--- config.mk ---
export PLATFORM = sky130hd
export DESIGN_NAME = coin_classify_and_route_core_flat
export DESIGN_NICKNAME = d
export VERILOG_FILES = /design/src/rtl/crc_pkg.sv /design/src/rtl/crc_chan_if.sv /design/src/rtl/crc_classify.sv /design/src/rtl/coin_classify_and_route_core.sv /design/src/flat_wrapper.sv
export SDC_FILE = /design/constraint.sdc
export NUM_CORES = 1
export LEC_CHECK = 0
export ABC_AREA = 1
export BUFFER_PORTS_ARGS = -buffer_cell sky130_fd_sc_hd__buf_2
export CAP_MARGIN = 20
export CORE_ASPECT_RATIO = 1.1
export CORE_MARGIN = 10
export CORE_UTILIZATION = 60
export CTS_CLUSTER_DIAMETER = 40
export DETAILED_ROUTE_END_ITERATION = 12
export PLACE_DENSITY_LB_ADDON = 0.3
export SETUP_SLACK_MARGIN = 0.15
export SLEW_MARGIN = 15
export SYNTH_ARGS = -nofsm -noshare
export SYNTH_HDL_FRONTEND = slang
export SYNTH_SLANG_ARGS = --single-unit
--- constraint.sdc ---
create_clock -name clk_i -period 3.7 [get_ports clk_i]
set_input_delay 0.74 -clock clk_i [delete_from_list [all_inputs] [get_ports clk_i]]
set_output_delay 0.74 -clock clk_i [all_outputs]
set_load 0.01 [all_outputs]
--- src/rtl/crc_pkg.sv ---
`timescale 1ns / 1ps
// Package: shared types, register map, destination codes and coin window table.
package crc_pkg;

  localparam int unsigned TYPE_SLOTS  = 8;
  localparam int unsigned KNOWN_TYPES = 5;
  localparam int unsigned IDX_W       = 3;
  localparam int unsigned APB_AW      = 5;
  localparam int unsigned APB_DW      = 32;
  localparam int unsigned COIN_TYPES_DEF = 5;

  // Destination codes
  localparam logic [2:0] DEST_BENT  = 3'd5;
  localparam logic [2:0] DEST_OTHER = 3'd6;

  // Image match code for a full match
  localparam logic [1:0] IMG_BOTH = 2'd0;

  // Register indexes
  localparam logic [2:0] REG_ROLL_NICKEL  = 3'd0;
  localparam logic [2:0] REG_ROLL_DIME    = 3'd1;
  localparam logic [2:0] REG_ROLL_QUARTER = 3'd2;
  localparam logic [2:0] REG_ROLL_LOONIE  = 3'd3;
  localparam logic [2:0] REG_ROLL_TOONIE  = 3'd4;
  localparam logic [2:0] REG_BENT_LIMIT   = 3'd5;
  localparam logic [2:0] REG_OTHER_LIMIT  = 3'd6;

  localparam logic [5:0]  ROLL_RESET [KNOWN_TYPES] = '{6'd40, 6'd50, 6'd40, 6'd25, 6'd25};
  localparam logic [15:0] BENT_LIMIT_RESET  = 16'd2550;
  localparam logic [15:0] OTHER_LIMIT_RESET = 16'd5100;

  // Inclusive windows in raw counts; unused slots are empty (lo > hi)
  localparam logic [7:0] W_LO [TYPE_SLOTS] = '{8'd92, 8'd34, 8'd102, 8'd166, 8'd173,
                                               8'd1, 8'd1, 8'd1};
  localparam logic [7:0] W_HI [TYPE_SLOTS] = '{8'd109, 8'd56, 8'd122, 8'd191, 8'd200,
                                               8'd0, 8'd0, 8'd0};
  localparam logic [7:0] D_LO [TYPE_SLOTS] = '{8'd87, 8'd63, 8'd109, 8'd128, 8'd144,
                                               8'd1, 8'd1, 8'd1};
  localparam logic [7:0] D_HI [TYPE_SLOTS] = '{8'd100, 8'd73, 8'd124, 8'd144, 8'd162,
                                               8'd0, 8'd0, 8'd0};

  typedef struct packed {
    logic [7:0] weight_reading;
    logic [7:0] diameter_reading;
    logic       is_bent;
    logic [1:0] image_match;
  } coin_in_t;

  typedef struct packed {
    logic [2:0]  destination;
    logic [5:0]  wrapper_fill;
    logic        roll_completed;
    logic [15:0] rolls_of_type;
    logic [16:0] container_weight;
    logic        container_replaced;
    logic [15:0] other_coin_total;
    logic [15:0] other_containers_filled;
    logic [15:0] other_in_current;
    logic [31:0] other_weight_total;
  } coin_res_t;

  // Classifier verdict
  typedef struct packed {
    logic             hit;
    logic [IDX_W-1:0] idx;
  } class_t;

  // One wrapper memory entry
  typedef struct packed {
    logic [5:0]  fill;
    logic [15:0] rolls;
  } wrap_t;

  function automatic logic [15:0] sat_inc16(input logic [15:0] v);
    sat_inc16 = (v == 16'hFFFF) ? v : v + 16'd1;
  endfunction

endpackage

--- src/rtl/crc_chan_if.sv ---
`timescale 1ns / 1ps
// Interface: valid/ready channel carrying one word of type T.
interface crc_chan_if #(parameter type T = logic);
  logic valid;
  logic ready;
  T     data;

  modport source (output valid, output data, input ready);
  modport sink   (input valid, input data, output ready);
endinterface

--- src/rtl/crc_classify.sv ---
`timescale 1ns / 1ps
// Module: window compare of weight and diameter against every coin type.
module crc_classify #(
  parameter int unsigned CoinTypes = crc_pkg::COIN_TYPES_DEF
) (
  input  logic [7:0]      weight_i,
  input  logic [7:0]      diameter_i,
  output crc_pkg::class_t class_o
);
  import crc_pkg::*;

  logic [TYPE_SLOTS-1:0] in_win;

  always_comb begin
    for (int j = 0; j < TYPE_SLOTS; j++) begin
      in_win[j] = (j < CoinTypes) &&
                  (weight_i >= W_LO[j]) && (weight_i <= W_HI[j]) &&
                  (diameter_i >= D_LO[j]) && (diameter_i <= D_HI[j]);
    end
  end

  // Last matching type wins
  always_comb begin
    class_o = '0;
    for (int j = 0; j < TYPE_SLOTS; j++) begin
      if (in_win[j]) begin
        class_o.hit = 1'b1;
        class_o.idx = IDX_W'(j);
      end
    end
  end

endmodule

--- src/rtl/coin_classify_and_route_core.sv ---
`timescale 1ns / 1ps
// Top level: coin classifier, wrapper/container router and statistics.
//
//  channel   dir   handshake              word
//  coin_i    in    valid/ready            coin_in_t: weight, diameter, bent, image
//  result_o  out   valid/ready            coin_res_t: destination and counters
//  apb       in    psel/penable/pwrite    roll sizes, container limits
//
// One coin per cycle sustained while result_o keeps taking words; the result
// register loads as a coin leaves the update stage.
// Accept edge: classify and read the wrapper memory into the update stage. Update
// stage: update wrapper or container state, write back, load result register.
// The wrapper memory is one port per direction with a registered read; a
// write at the same edge as the read is forwarded. Reset clears the control
// flags, the container and statistics counters and the per-entry valid bits
// of the wrapper memory (an invalid entry reads as zero), so no clearing pass
// is needed. A stalled result holds the update stage, which holds coin_i.ready low.
module coin_classify_and_route_core #(
  parameter int unsigned COIN_TYPES = crc_pkg::COIN_TYPES_DEF
) (
  input  logic                        clk_i,
  input  logic                        rst_ni,
  crc_chan_if.sink                    coin_i,
  crc_chan_if.source                  result_o,
  input  logic                        psel,
  input  logic                        penable,
  input  logic                        pwrite,
  input  logic [crc_pkg::APB_AW-1:0]  paddr,
  input  logic [crc_pkg::APB_DW-1:0]  pwdata,
  output logic [crc_pkg::APB_DW-1:0]  prdata,
  output logic                        pready
);
  import crc_pkg::*;

  localparam int unsigned AddrW = (COIN_TYPES > 1) ? $clog2(COIN_TYPES) : 1;

  // ---------------------------------------------------------------------------
  // Configuration registers
  // ---------------------------------------------------------------------------
  logic [5:0]  roll_size_q [KNOWN_TYPES];
  logic [15:0] bent_limit_q;
  logic [15:0] other_limit_q;
  logic        cfg_wr;
  logic [2:0]  cfg_idx;

  assign pready  = 1'b1;
  assign cfg_wr  = psel && penable && pwrite;
  assign cfg_idx = paddr[4:2];

  always_ff @(posedge clk_i or negedge rst_ni) begin
    if (!rst_ni) begin
      for (int i = 0; i < KNOWN_TYPES; i++) roll_size_q[i] <= ROLL_RESET[i];
      bent_limit_q  <= BENT_LIMIT_RESET;
      other_limit_q <= OTHER_LIMIT_RESET;
    end else if (cfg_wr) begin
      case (cfg_idx)
        REG_ROLL_NICKEL, REG_ROLL_DIME, REG_ROLL_QUARTER,
        REG_ROLL_LOONIE, REG_ROLL_TOONIE: roll_size_q[cfg_idx] <= pwdata[5:0];
        REG_BENT_LIMIT:  bent_limit_q  <= pwdata[15:0];
        REG_OTHER_LIMIT: other_limit_q <= pwdata[15:0];
        default: ;
      endcase
    end
  end

  always_comb begin
    case (cfg_idx)
      REG_ROLL_NICKEL, REG_ROLL_DIME, REG_ROLL_QUARTER,
      REG_ROLL_LOONIE, REG_ROLL_TOONIE: prdata = APB_DW'(roll_size_q[cfg_idx]);
      REG_BENT_LIMIT:  prdata = APB_DW'(bent_limit_q);
      REG_OTHER_LIMIT: prdata = APB_DW'(other_limit_q);
      default:         prdata = '0;
    endcase
  end

  // ---------------------------------------------------------------------------
  // Handshake control
  // ---------------------------------------------------------------------------
  logic s1_valid_q;
  logic out_valid_q;
  logic s1_adv;
  logic in_acc;

  // Result register frees when empty or being taken; update stage advances then
  assign s1_adv       = s1_valid_q && (!out_valid_q || result_o.ready);
  assign coin_i.ready = !s1_valid_q || s1_adv;
  assign in_acc       = coin_i.valid && coin_i.ready;
  assign result_o.valid = out_valid_q;

  // ---------------------------------------------------------------------------
  // Stage 0: classify and route decision
  // ---------------------------------------------------------------------------
  class_t     cls;
  logic [2:0] dest0;

  crc_classify #(.CoinTypes(COIN_TYPES)) u_classify (
    .weight_i   (coin_i.data.weight_reading),
    .diameter_i (coin_i.data.diameter_reading),
    .class_o    (cls)
  );

  always_comb begin
    if (coin_i.data.is_bent) begin
      dest0 = DEST_BENT;
    end else if (!cls.hit || coin_i.data.image_match != IMG_BOTH) begin
      dest0 = DEST_OTHER;
    end else begin
      dest0 = cls.idx;
    end
  end

  logic [2:0]       s1_dest_q;
  logic [IDX_W-1:0] s1_idx_q;
  logic [7:0]       s1_w_q;

  always_ff @(posedge clk_i) begin
    if (in_acc) begin
      s1_dest_q <= dest0;
      s1_idx_q  <= cls.idx;
      s1_w_q    <= coin_i.data.weight_reading;
    end
  end

  // ---------------------------------------------------------------------------
  // Wrapper memory: fill count and roll count per coin type
  // ---------------------------------------------------------------------------
  wrap_t                 wmem [COIN_TYPES];
  logic [COIN_TYPES-1:0] wvld_q;
  logic [AddrW-1:0]      rd_addr;
  logic [AddrW-1:0]      wr_addr;
  logic                  wr_en;
  wrap_t                 wr_data;
  wrap_t                 rd_data_q;
  logic                  rd_vld_q;
  logic                  fwd_hit_q;
  wrap_t                 fwd_data_q;
  wrap_t                 entry;

  assign rd_addr = cls.idx[AddrW-1:0];
  assign wr_addr = s1_idx_q[AddrW-1:0];

  always_ff @(posedge clk_i) begin
    if (wr_en) wmem[wr_addr] <= wr_data;
    if (in_acc) begin
      rd_data_q  <= wmem[rd_addr];
      fwd_data_q <= wr_data;
    end
  end

  always_ff @(posedge clk_i or negedge rst_ni) begin
    if (!rst_ni) begin
      wvld_q    <= '0;
      rd_vld_q  <= 1'b0;
      fwd_hit_q <= 1'b0;
    end else begin
      if (wr_en) wvld_q[wr_addr] <= 1'b1;
      if (in_acc) begin
        rd_vld_q  <= wvld_q[rd_addr];
        // The previous coin writes at the same edge this one reads: forward it
        fwd_hit_q <= wr_en && (wr_addr == rd_addr);
      end
    end
  end

  always_comb begin
    if (fwd_hit_q)     entry = fwd_data_q;
    else if (rd_vld_q) entry = rd_data_q;
    else               entry = '0;
  end

  // ---------------------------------------------------------------------------
  // Stage 1: update state and build result
  // ---------------------------------------------------------------------------
  logic [16:0] bent_w_q,  bent_w_d;
  logic [16:0] oth_w_q,   oth_w_d;
  logic [15:0] oth_cnt_q, oth_cnt_d;
  logic [15:0] oth_fill_q, oth_fill_d;
  logic [15:0] oth_cur_q, oth_cur_d;
  logic [31:0] oth_tot_q, oth_tot_d;

  logic [16:0] cont_sum;
  logic [32:0] tot_sum;
  logic [6:0]  fill_inc;
  logic [5:0]  rsize;
  coin_res_t   res_d;
  coin_res_t   res_q;

  always_comb begin
    if (s1_idx_q < IDX_W'(KNOWN_TYPES)) rsize = roll_size_q[s1_idx_q];
    else                                rsize = 6'd1;
  end

  always_comb begin
    bent_w_d   = bent_w_q;
    oth_w_d    = oth_w_q;
    oth_cnt_d  = oth_cnt_q;
    oth_fill_d = oth_fill_q;
    oth_cur_d  = oth_cur_q;
    oth_tot_d  = oth_tot_q;
    wr_en      = 1'b0;
    wr_data    = entry;
    res_d      = '0;
    res_d.destination = s1_dest_q;
    cont_sum   = '0;
    tot_sum    = 33'(oth_tot_q) + 33'(s1_w_q);
    fill_inc   = 7'(entry.fill) + 7'd1;

    case (s1_dest_q)
      DEST_BENT: begin
        cont_sum = bent_w_q + 17'(s1_w_q);
        if (cont_sum > 17'(bent_limit_q)) begin
          bent_w_d = 17'(s1_w_q);
          res_d.container_replaced = 1'b1;
        end else begin
          bent_w_d = cont_sum;
        end
        res_d.container_weight = bent_w_d;
      end
      DEST_OTHER: begin
        oth_tot_d = tot_sum[32] ? 32'hFFFF_FFFF : tot_sum[31:0];
        oth_cnt_d = sat_inc16(oth_cnt_q);
        cont_sum  = oth_w_q + 17'(s1_w_q);
        if (cont_sum > 17'(other_limit_q)) begin
          oth_w_d    = 17'(s1_w_q);
          oth_cur_d  = 16'd1;
          oth_fill_d = sat_inc16(oth_fill_q);
          res_d.container_replaced = 1'b1;
        end else begin
          oth_w_d   = cont_sum;
          oth_cur_d = sat_inc16(oth_cur_q);
        end
        res_d.container_weight = oth_w_d;
      end
      default: begin
        // Wrapper coin: advance fill, wrap and count a roll when full
        wr_en = s1_adv;
        if (fill_inc < 7'(rsize)) begin
          wr_data.fill = fill_inc[5:0];
        end else begin
          wr_data.fill  = '0;
          wr_data.rolls = sat_inc16(entry.rolls);
          res_d.roll_completed = 1'b1;
        end
        res_d.wrapper_fill  = wr_data.fill;
        res_d.rolls_of_type = wr_data.rolls;
      end
    endcase

    res_d.other_coin_total        = oth_cnt_d;
    res_d.other_containers_filled = oth_fill_d;
    res_d.other_in_current        = oth_cur_d;
    res_d.other_weight_total      = oth_tot_d;
  end

  always_ff @(posedge clk_i or negedge rst_ni) begin
    if (!rst_ni) begin
      s1_valid_q  <= 1'b0;
      out_valid_q <= 1'b0;
      bent_w_q    <= '0;
      oth_w_q     <= '0;
      oth_cnt_q   <= '0;
      oth_fill_q  <= '0;
      oth_cur_q   <= '0;
      oth_tot_q   <= '0;
    end else begin
      if (in_acc)      s1_valid_q <= 1'b1;
      else if (s1_adv) s1_valid_q <= 1'b0;

      if (s1_adv)               out_valid_q <= 1'b1;
      else if (result_o.ready)  out_valid_q <= 1'b0;

      if (s1_adv) begin
        bent_w_q   <= bent_w_d;
        oth_w_q    <= oth_w_d;
        oth_cnt_q  <= oth_cnt_d;
        oth_fill_q <= oth_fill_d;
        oth_cur_q  <= oth_cur_d;
        oth_tot_q  <= oth_tot_d;
      end
    end
  end

  always_ff @(posedge clk_i) begin
    if (s1_adv) res_q <= res_d;
  end

  assign result_o.data = res_q;

  // ---------------------------------------------------------------------------
  // Assertions
  // ---------------------------------------------------------------------------
  a_roll_empties: assert property (@(posedge clk_i) disable iff (!rst_ni)
    (out_valid_q && res_q.roll_completed) |-> (res_q.wrapper_fill == 6'd0))
    else $error("completed roll left a nonzero wrapper fill");

  a_container_fields: assert property (@(posedge clk_i) disable iff (!rst_ni)
    (out_valid_q && (res_q.destination == DEST_BENT || res_q.destination == DEST_OTHER))
      |-> (res_q.wrapper_fill == 6'd0 && !res_q.roll_completed &&
           res_q.rolls_of_type == 16'd0))
    else $error("container coin carries wrapper fields");

  a_replace_holds_one: assert property (@(posedge clk_i) disable iff (!rst_ni)
    (out_valid_q && res_q.container_replaced) |-> (res_q.container_weight <= 17'd255))
    else $error("new container holds more than one coin");

  a_stage_holds: assert property (@(posedge clk_i) disable iff (!rst_ni)
    (s1_valid_q && !s1_adv) |=> (s1_valid_q && $stable(s1_dest_q) && !$past(in_acc)))
    else $error("update stage lost or replaced a stalled coin");

endmodule

--- src/flat_wrapper.sv ---
// flat-port wrapper written by rule: the top's interface ports become plain ports
module coin_classify_and_route_core_flat import crc_pkg::*;
#(
  parameter int unsigned COIN_TYPES = crc_pkg::COIN_TYPES_DEF
)
  (clk_i, rst_ni, psel, penable, pwrite, paddr, pwdata, prdata, pready, coin_i_valid, coin_i_data, coin_i_ready, result_o_valid, result_o_data, result_o_ready);
  crc_chan_if #(.T(coin_in_t)) coin_i_i ();
  crc_chan_if #(.T(coin_res_t)) result_o_i ();
  input  logic clk_i;
  input  logic rst_ni;
  input  logic psel;
  input  logic penable;
  input  logic pwrite;
  input  logic [crc_pkg::APB_AW-1:0] paddr;
  input  logic [crc_pkg::APB_DW-1:0] pwdata;
  output logic [crc_pkg::APB_DW-1:0] prdata;
  output logic pready;
  input wire logic [$bits(coin_i_i.valid)-1:0] coin_i_valid;
  input wire logic [$bits(coin_i_i.data)-1:0] coin_i_data;
  output wire logic [$bits(coin_i_i.ready)-1:0] coin_i_ready;
  output wire logic [$bits(result_o_i.valid)-1:0] result_o_valid;
  output wire logic [$bits(result_o_i.data)-1:0] result_o_data;
  input wire logic [$bits(result_o_i.ready)-1:0] result_o_ready;
  assign coin_i_i.valid = coin_i_valid;
  assign coin_i_i.data = coin_i_data;
  assign coin_i_ready = coin_i_i.ready;
  assign result_o_valid = result_o_i.valid;
  assign result_o_data = result_o_i.data;
  assign result_o_i.ready = result_o_ready;
  coin_classify_and_route_core #(.COIN_TYPES(COIN_TYPES)) u_core (.clk_i(clk_i), .rst_ni(rst_ni), .coin_i(coin_i_i), .result_o(result_o_i), .psel(psel), .penable(penable), .pwrite(pwrite), .paddr(paddr), .pwdata(pwdata), .prdata(prdata), .pready(pready));
endmodule
Word-level counts from Yosys, hierarchy flattened
Memories as Yosys holds them, arrays and structs flattened. A register that Yosys moved wholly into a read port is not among the register bits.
Index checks and enable logic that the tools add are counted.
Storage, ports and cells
  bits in registers: 345
  output and inout bits: 159
  memories kept: 1
  memory bits (writable): 110
  logic and storage cells: 179
Memory list
  u_core.wmem: words 5, bits a word 22, read ports 1, clocked after memory_dff 1, write ports 1, line coin_classify_and_route_core.sv:127  | wrap_t wmem [COIN_TYPES];
Operators by class
  bitwise operators: 3
  muxes and demuxes: 50
  reduce and logical (&&, ||, !) cells: 40
  $lt $le $gt $ge: 30
  eq/ne operators: 13
  $add $sub $neg: 8
Operators by type and width (count)
  $mux W16: 10
  $mux W22: 3
  $add A16 B1 Y16 const B: 4
  $eq A16 B16 Y1 const B: 4
  $mux W32: 2
  $pmux W16 S3: 1
  $mux W6: 7
  $le A8 B7 Y1 const B: 5
  $bmux W6 S3: 2
  $pmux W18 S2: 1
  $add A17 B8 Y17: 2
  $gt A17 B16 Y1: 2
  $mux W17: 2
  $add A32 B8 Y33: 1
  $ge A8 B7 Y1 const B: 4
  $ge A8 B8 Y1 const B: 4
  $le A8 B8 Y1 const B: 4
  $bwmux W30: 1
  $logic_and A1 B1 Y1: 22
  $mux W4: 5
  $demux W6 S3: 1
  $ge A8 B6 Y1 const B: 2
  $eq A3 B3 Y1 const B: 5
  $mux W1: 12
  23 further kinds: 38

Logic depth before layout (Yosys ltp)
Gate-level depths: netlist (run 1).
  depth after elaboration: 12
  gate-level depth with buffers: 25
  depth with buffers taken out: 24

Cells and area by module
Synthesis (run 1) repeated with hierarchy kept, for this count alone.
Second synthesis, totals
  cell total of the unflattened synthesis: 2685
  area total of the unflattened synthesis: 24318.3 um^2
By module, submodules not included
  coin_classify_and_route_core: area an instance 23750.3 um^2, instances 1, cells each 2562
  crc_classify: area an instance 568.0 um^2, instances 1, cells each 123

Worst setup path after synthesis (run 1)
Ideal clock, no wire load.
  kind: register to register
  start: register u_core.s1_w_q[0]
  end: register u_core.res_q, in the netlist u_core.result_o.data[81] (data pin)
  data required time: 3.446 ns
  slack: 0.338 ns
  arrival: 3.108 ns
  stages on the path, launching flop included: 24
  cells stage by stage: edfxtp_1 ha_1 fa_1 nand3_1 nand2_1 nand2_1 nand3_1 nand3_1 nor2_1 xor2_1 ha_1 nand2_1 nor2_1 a211oi_1 nand2_1 nand2_1 nand2_1 nand2_1 nand2_1 nand2_1 buf_2 nand2_1 nand3_1 nand2_1
On the way
  word-level cells in the longest chain between the ends: 4
  elaborated cells between the ends (all ways): 7
Ends and longest elaborated chain
  start, declared: line coin_classify_and_route_core.sv:114  | logic [7:0] s1_w_q;
  start signal, assigned: line coin_classify_and_route_core.sv:120  | s1_w_q <= coin_i.data.weight_reading;
  $add A17 B8 Y17 (on tied branches): line coin_classify_and_route_core.sv:222, coin_classify_and_route_core.sv:210
  $gt A17 B16 Y1 (on tied branches): line coin_classify_and_route_core.sv:223, coin_classify_and_route_core.sv:211
  $mux W17 (on tied branches): line coin_classify_and_route_core.sv:223, coin_classify_and_route_core.sv:211
  $pmux W18 S2 *: line coin_classify_and_route_core.sv:208  | case (s1_dest_q)
  end signal, assigned: line coin_classify_and_route_core.sv:284  | if (s1_adv) res_q <= res_d;
  end, declared: line coin_classify_and_route_core.sv:186  | coin_res_t res_q;
Every way passes the cells marked *; elsewhere a longest branch is shown, timed or not.
A chain may end at the register's enable or synchronous reset.

Worst setup path in the final report (run 1)
  start: register u_core.s1_w_q[4]
  end: register u_core.res_q, in the netlist u_core.result_o.data[91] (data pin)
The elaborated chain is that of the path after synthesis.

==> flow_summary.yaml, run 1 <==
outcome:
  outcome: "complete, but fails checks"
  violations: "negative setup slack"
critical_path:
  cp.arrival_ns: 4.18
  cpPeakStageDelay_ns: 0.46
  worstPathCellList: "buf_4 > ha_4 > nand2_1 > nor2_1 > nand2_2 > nand3_4 > nand3_2 > nor2_2 > nand2_1 > xor2_2 > ha_1 > nand2_1 > inv_1 > nand2_1 > nand2_1 > nand2_2 > nand2_4 > nand2_4 > buf_6 > nand2_1 > o21ai_0"
  cp-start-kind: "flip-flop"
  cp.required_ns: 4.10
  worstSetupPathType: "flip-flop to flip-flop"
  cpMostUsedCell: "nand2_1"
  critPathBufInv: 3
  critical-path-top-delay-family: "simple AND/OR/NAND/NOR gates"
  critPathSlowestCell: "edfxtp_1"
  end_kind: "flip-flop"
  worstPathMaxFanout: 11
yosys:
  synth-seq-cells: 477
  netlist_area_mm2: 0.0248
  yosys_warnings: 0
  syn_inst: 2830
  synth.avg_cell_area_um2: 8.77
  synth_area_leaders: "edfxtp_1 (35%), dfrtp_1 (16%), nand2_1 (13%)"
  yosys-top-cells-count: "nand2_1 (869), inv_1 (341), edfxtp_1 (292)"
  synth_edf_count: 292
  yosysTopAreaCell: "edfxtp_1"
  synth_top_area_share: 0.353
  synth_ff_type: "edfxtp_1"
  synth_cell_types: 58
  yosysSeqAreaShare: 0.541
  synthArstFlopShare: 0.388
  yosysMostFrequentCell: "nand2_1"
detailed_routing:
  firstDrtPassIters: 6
  vias: 21500
  antenna_left: 0
  via_per_inst: 5.77
  drt_iter0_drc: 2084
  drc: 0
  avgRoutedWirePerCell_um: 19.2
  finalWirelength_um: 71500
global_route:
  grt_max_degree: 208
  antenna_found_initial: 10
  overflow: 0
  grt_pass1_vias: 20700
  grt_pass1_wl_um: 106000
  track_usage: 0.267
cts:
  cts_tree: "done"
  clock_latency_ns: 0.59
  cts_root_buf: "clkbuf_16"
  clkTransAtPathRegs_ns: 0.06
  cts.path.max_buffers: 3
  cts_buffers: 67
  cts-hold-fix-buffers: 0
  cts_sinks: 477
  cts_max_level: 3
sta:
  timing.final.crit_period_ns: 3.78
  fmax_mhz: 265
  finClkSkew_ns: 0.0273
  fin_ws_ns: -0.0800
  rsz0062_at_grt: "true"
  max_slew_margin: 0.272
  period_share: 1.02
  drv_slew: 0
  setup_viol: 12
  tightest_slew_ns: 1.09
  tns_ns: -0.371
  hold_viol_final: 0
  hold_ws_ns: 0.206
run:
  drv_cap: 0
pwr:
  power_density_mw_per_mm2: 712
  peakVddDrop_mv: 0.442
  leakagePower_nw: 14.1
  total_power_mw: 21.8
floorplanning:
  die_y_um: 233
  die_area_mm2: 0.0499
  die_w_um: 214
  pin_count: 222
  coreArea_mm2: 0.0411
  rows: 78
  initial_core_util: 0.604
layout:
  nNetsFinal: 3238
  syn_to_final_growth_pct: 23.1
  drive_gt1_frac: 0.211
place:
  portBuffers: 186
  dp_hpwl_um: 45300
  gp_congestion: 0.949
min_path:
  hold_class: "primary input to asynchronous set/reset pin"
## power breakdown
part / total, mW / internal [mW] / switching [mW]
clock network: 6.59 / 4.12 / 2.47
logic: 7.66 / 2.97 / 4.70
registers: 7.50 / 6.86 / 0.641
total: 21.8 / 13.9 / 7.81
## cell usage in the layout (no fill, tap or decap), drive strengths merged, types with 6 or more instances in the layout
| master | count |
|---|---|
| nand2 | 886 |
| inv | 359 |
| edfxtp | 292 |
| buf | 290 |
| nand3 | 243 |
| o21ai | 201 |
| dfrtp | 156 |
| nor2 | 154 |
| clkbuf | 86 |
| ha | 66 |
| a21oi | 49 |
| xor2 | 47 |
| nand3b | 36 |
| nor3 | 36 |
| nand4 | 35 |
| dfstp | 29 |
| o22ai | 29 |
| or2 | 22 |
| conb | 18 |
| clkinv | 18 |
| xnor2 | 17 |
| o21a | 11 |
| diode | 9 |
| o221ai | 8 |
| o211ai | 8 |
| a22oi | 7 |
| bufinv | 7 |
| and2 | 6 |
## worst paths after layout
kind / cells past startpoint / slack, ns / start / end
setup / recovery: 21 / -0.08 / u_core.s1_w_q[4]$_DFFE_PP_ / u_core.result_o.data[91]$_SDFFCE_PN0P_
hold / removal: 1 / 0.21 / rst_ni / u_core.oth_cur_q[7]$_DFFE_PN0P_
setup reg to reg: 21 / -0.08 / u_core.s1_w_q[4]$_DFFE_PP_ / u_core.result_o.data[91]$_SDFFCE_PN0P_
hold reg to reg: 0 / 0.46 / u_core.s1_dest_q[1]$_SDFFCE_PP0P_ / u_core.result_o.data[122]$_DFFE_PP_
max in group asynchronous: 2 / 2.63 / rst_ni / u_core.roll_size_q[23]$_DFFE_PN1P_
min in group clk_i: 1 / 0.37 / coin_i_data[11] / u_core.s1_w_q[0]$_DFFE_PP_
## cells by family (layout without fill, tap and decap cells)
kind of cell,after synthesis,after routing,share of synthesized area
compound gates,340,340,0.0773
xor+xnor,64,64,0.0226
fa+ha+maj,69,69,0.0357
buf+inv,455,765,0.0750
flops,477,477,0.541
other cells,2,27,0.000303
simple gates,1423,1426,0.248
## metrics by stage
stage                     utilization  cell area (µm²)  setup WS, ns  std cells
after floorplan                     -            24900         0.338       2846
after global placement          0.647            26600       -0.0456       3556
after detailed placement        0.647            26600        -0.146       3556
after CTS                       0.714            29300         0.134       3696
after global routing            0.743            30500        -0.217       3726
final                           0.744            30600       -0.0800       3728
## state kept, by name, indices dropped and copies added (netlist names)
name / count
u_core.rd_data_q: 22
u_core.s1_w_q: 8
u_core.wvld_q: 5
u_core.result_o.valid: 1
u_core.other_limit_q: 16
u_core.s1_dest_q: 3
u_core.fwd_hit_q: 1
u_core.roll_size_q: 30
u_core.rd_vld_q: 1
u_core.oth_tot_q: 32
u_core.wmem: 110
u_core.result_o.data: 124
u_core.oth_cnt_q: 16
u_core.oth_fill_q: 16
u_core.s1_valid_q: 1
u_core.bent_w_q: 17
u_core.fwd_data_q: 22
u_core.s1_idx_q: 3
u_core.oth_w_q: 17
u_core.bent_limit_q: 16
u_core.oth_cur_q: 16
## what timing repair did
action / in CTS / in global routing
setup buffers: 16 / 19
endpoints found under the setup margin: 104 / 186
pin swaps: 18 / 60
cloned: 2 / 4
hold endpoints to repair: 0 / 0
gates resized for setup: 57 / 237
## routing by layer
metal / up-vias / routed length, µm / global-route usage
met5: - / 12 / 0
met4: 2 / 3620 / 0.144
met3: 285 / 5640 / 0.0442
met2: 1071 / 35200 / 0.450
met1: 10200 / 27100 / 0.323
li1: 9925 / - / -
## layout make-up
type / count / area [µm²]
antenna: 9 / 22.5
tap: 560 / 701
inverter: 350 / 1340
clock inverter: 38 / 452
clock buffer: 84 / 1870
sequential: 477 / 13400
fill: 2793 / 10500
timing repair buffer: 292 / 1960
multi-input combinational: 1917 / 10800
timing repair inverter: 1 / 11.3
Power figures use the tool's default switching activity.
==> run 2, diff against run 1 <==
ABC_AREA = unset   (was 1)
CORE_MARGIN = 2   (was 10)
SYNTH_HIERARCHICAL = 1   (was unset)
==> flow_summary.yaml, run 2 <==
outcome:
  outcome: "complete, but fails checks"
  violations: "negative setup slack"
pwr:
  power_density_mw_per_mm2: 620
  p_int_mw: 13.1
  p_sw_frac: 0.320
  peakVddDrop_mv: 0.639
  seqPwrFrac: 0.362
  leakagePower_nw: 12.7
  power_frac_comb: 0.312
  clockPowerShare: 0.326
  power_switching_mw: 6.17
  total_power_mw: 19.3
yosys:
  yosysMostFrequentCell: "edfxtp_1"
  yosysTopAreaCell: "edfxtp_1"
  syn_inst: 2062
  synth_top_area_share: 0.364
  synth_area_leaders: "edfxtp_1 (36%), dfrtp_1 (16%), mux2_2 (4.2%)"
  synthArstFlopShare: 0.388
  synth.avg_cell_area_um2: 11.7
  yosysSeqAreaShare: 0.557
  yosys-top-cells-count: "edfxtp_1 (292), nand2_1 (219), dfrtp_1 (156)"
  synth_ff_type: "edfxtp_1"
  netlist_area_mm2: 0.0241
  yosys_warnings: 6
  synth_edf_count: 292
  synth-seq-cells: 477
  synth_cell_types: 91
floorplanning:
  die_w_um: 195
  die_area_mm2: 0.0418
  rows: 77
  pin_count: 222
  coreArea_mm2: 0.0399
  initial_core_util: 0.604
  die_y_um: 214
layout:
  fin_area_mm2: 0.0311
  drive_gt1_frac: 0.365
  largest_reg_flops: 124
  diodes: 0
  nNetsFinal: 2591
  layout_commonest_cell: "edfxtp_1"
  layout_common_cells: "edfxtp_1 (292), nand2_1 (205), buf_4 (186)"
  syn_to_final_growth_pct: 29.0
global_route:
  grt_pass1_vias: 18500
  grt_max_degree: 74
  overflow: 0
  antenna_found_initial: 0
  track_usage: 0.298
  grt_pass1_wl_um: 98500
cts:
  clkTransAtPathRegs_ns: 0.07
  cts_sinks: 477
  cts_max_level: 2
  clock_latency_ns: 0.62
  cts.path.max_buffers: 3
  cts_buffers: 59
  cts_tree: "done"
  cts_root_buf: "clkbuf_16"
  cts-hold-fix-buffers: 0
place:
  dpl_cell_area_mm2: 0.0268
  dp_hpwl_um: 39700
  portBuffers: 186
  gp_congestion: 0.911
critical_path:
  cp-startpoint: "u_core/s1_w_q[0]$_DFFE_PP_"
  worstSetupPathType: "flip-flop to flip-flop"
  worstPathMaxFanout: 6
  cp-start-kind: "flip-flop"
  end_kind: "flip-flop"
  cp.required_ns: 4.06
  cp.arrival_ns: 4.64
  r2r_start: "u_core/s1_w_q[0]$_DFFE_PP_"
run:
  drv_cap: 0
detailed_routing:
  antenna_left: 0
  drt_iter0_drc: 2004
  avgRoutedWirePerCell_um: 22.2
  finalWirelength_um: 67000
  drc: 0
  via_per_inst: 6.32
  vias: 19100
  firstDrtPassIters: 7
sta:
  fmax_mhz: 234
  period_share: 1.16
  finClkSkew_ns: 0.0243
  timing.final.crit_period_ns: 4.28
  tns_ns: -93.05
  max_slew_margin: 0.355
  hold_viol_final: 0
  fin_ws_ns: -0.582
  setup_viol: 268
  drv_slew: 0
  rsz0062_at_grt: "true"
  tightest_slew_ns: 0.965
min_path:
  hold_class: "primary input to asynchronous set/reset pin"
[run 2: metal layers]
metal,up-vias,track usage,wire (µm)
met1,9369,0.381,25400
met2,1046,0.508,33400
li1,8409,-,-
met5,-,0,0
met3,273,0.0530,4960
met4,0,0.118,3300
[run 2: critical path, stage by stage (launching register included)]
cell	delay, ns
edfxtp_1	0.36
ha_2	0.21
inv_2	0.04
fa_2	0.33
and2b_2	0.26
o2111ai_4	0.14
a31oi_4	0.29
nand2_1	0.13
xnor2_1	0.20
ha_1	0.39
nand3_2	0.11
a211o_1	0.35
buf_4	0.15
nand2_1	0.08
o21ai_2	0.08
buf_6	0.14
a31oi_4	0.25
buf_6	0.18
nand2_2	0.05
mux2_2	0.28
[run 2: logic make-up after synthesis]
family | count (synthesis) | synth area share
xor gates and xnor gates | 118 | 0.0432
buffers and inverters | 174 | 0.0333
muxes | 163 | 0.0865
and+or+nand+nor | 687 | 0.143
AOI/OAI and AO/OA | 372 | 0.0993
DFF | 477 | 0.557
adders and majority gates | 69 | 0.0367
other | 2 | 0.000312
[run 2: repair_timing]
action                                  4_1_cts  5_1_grt
resized for setup                           148      145
hold endpoints to repair                      0        0
cloned                                        6        2
endpoints found under the setup margin      267      261
buffers inserted                             43       21
pin swaps                                    49       68
[run 2: through the flow]
stage / hold WS, ns / util / cells / setup slack, ns
finish: 0.161 / 0.779 / 3022 / -0.582
floorplan: 0.434 / - / 2078 / -0.264
global placement: 0.446 / 0.673 / 2839 / -0.464
global route: 0.201 / 0.779 / 3022 / -0.709
CTS: 0.164 / 0.754 / 2999 / -0.412
detailed placement: 0.449 / 0.673 / 2839 / -0.545
[run 2: power by group through the flow]
stage	combinational (mW)	clock, mW	sequential, mW
after floorplan	2.85	0	6.99
after global placement	4.47	0	7.01
after detailed placement	4.67	0	7.05
after CTS	5.14	6.33	6.95
after global routing	6.46	6.58	7.05
final	6.02	6.28	6.99
[run 2: final timing paths]
| kind | end | slack, ns | cells past startpoint |
|---|---|---|---|
| worst max-delay path | u_core/result_o.data[62]$_DFFE_PP_ | -0.58 | 19 |
| worst min-delay path | u_core/oth_fill_q[9]$_DFFE_PN0P_ | 0.16 | 1 |
| worst max register to register | u_core/result_o.data[62]$_DFFE_PP_ | -0.58 | 19 |
| worst min register to register | u_core/wvld_q[3]$_DFFE_PN0P_ | 0.48 | 1 |
| max in group asynchronous | u_core/roll_size_q[22]$_DFFE_PN1P_ | 2.55 | 2 |
| min in group clk_i | u_core/s1_valid_q$_DFFE_PN0P_ | 0.33 | 2 |
[run 2: cell type report]
class,instances,area (µm²)
Inverter,65,249
Clock buffer,64,1550
Timing Repair Buffer,426,3040
Sequential cell,477,13400
Fill cell,2216,8800
Multi-Input combinational cell,1430,11600
Clock inverter,47,611
Tap cell,513,642
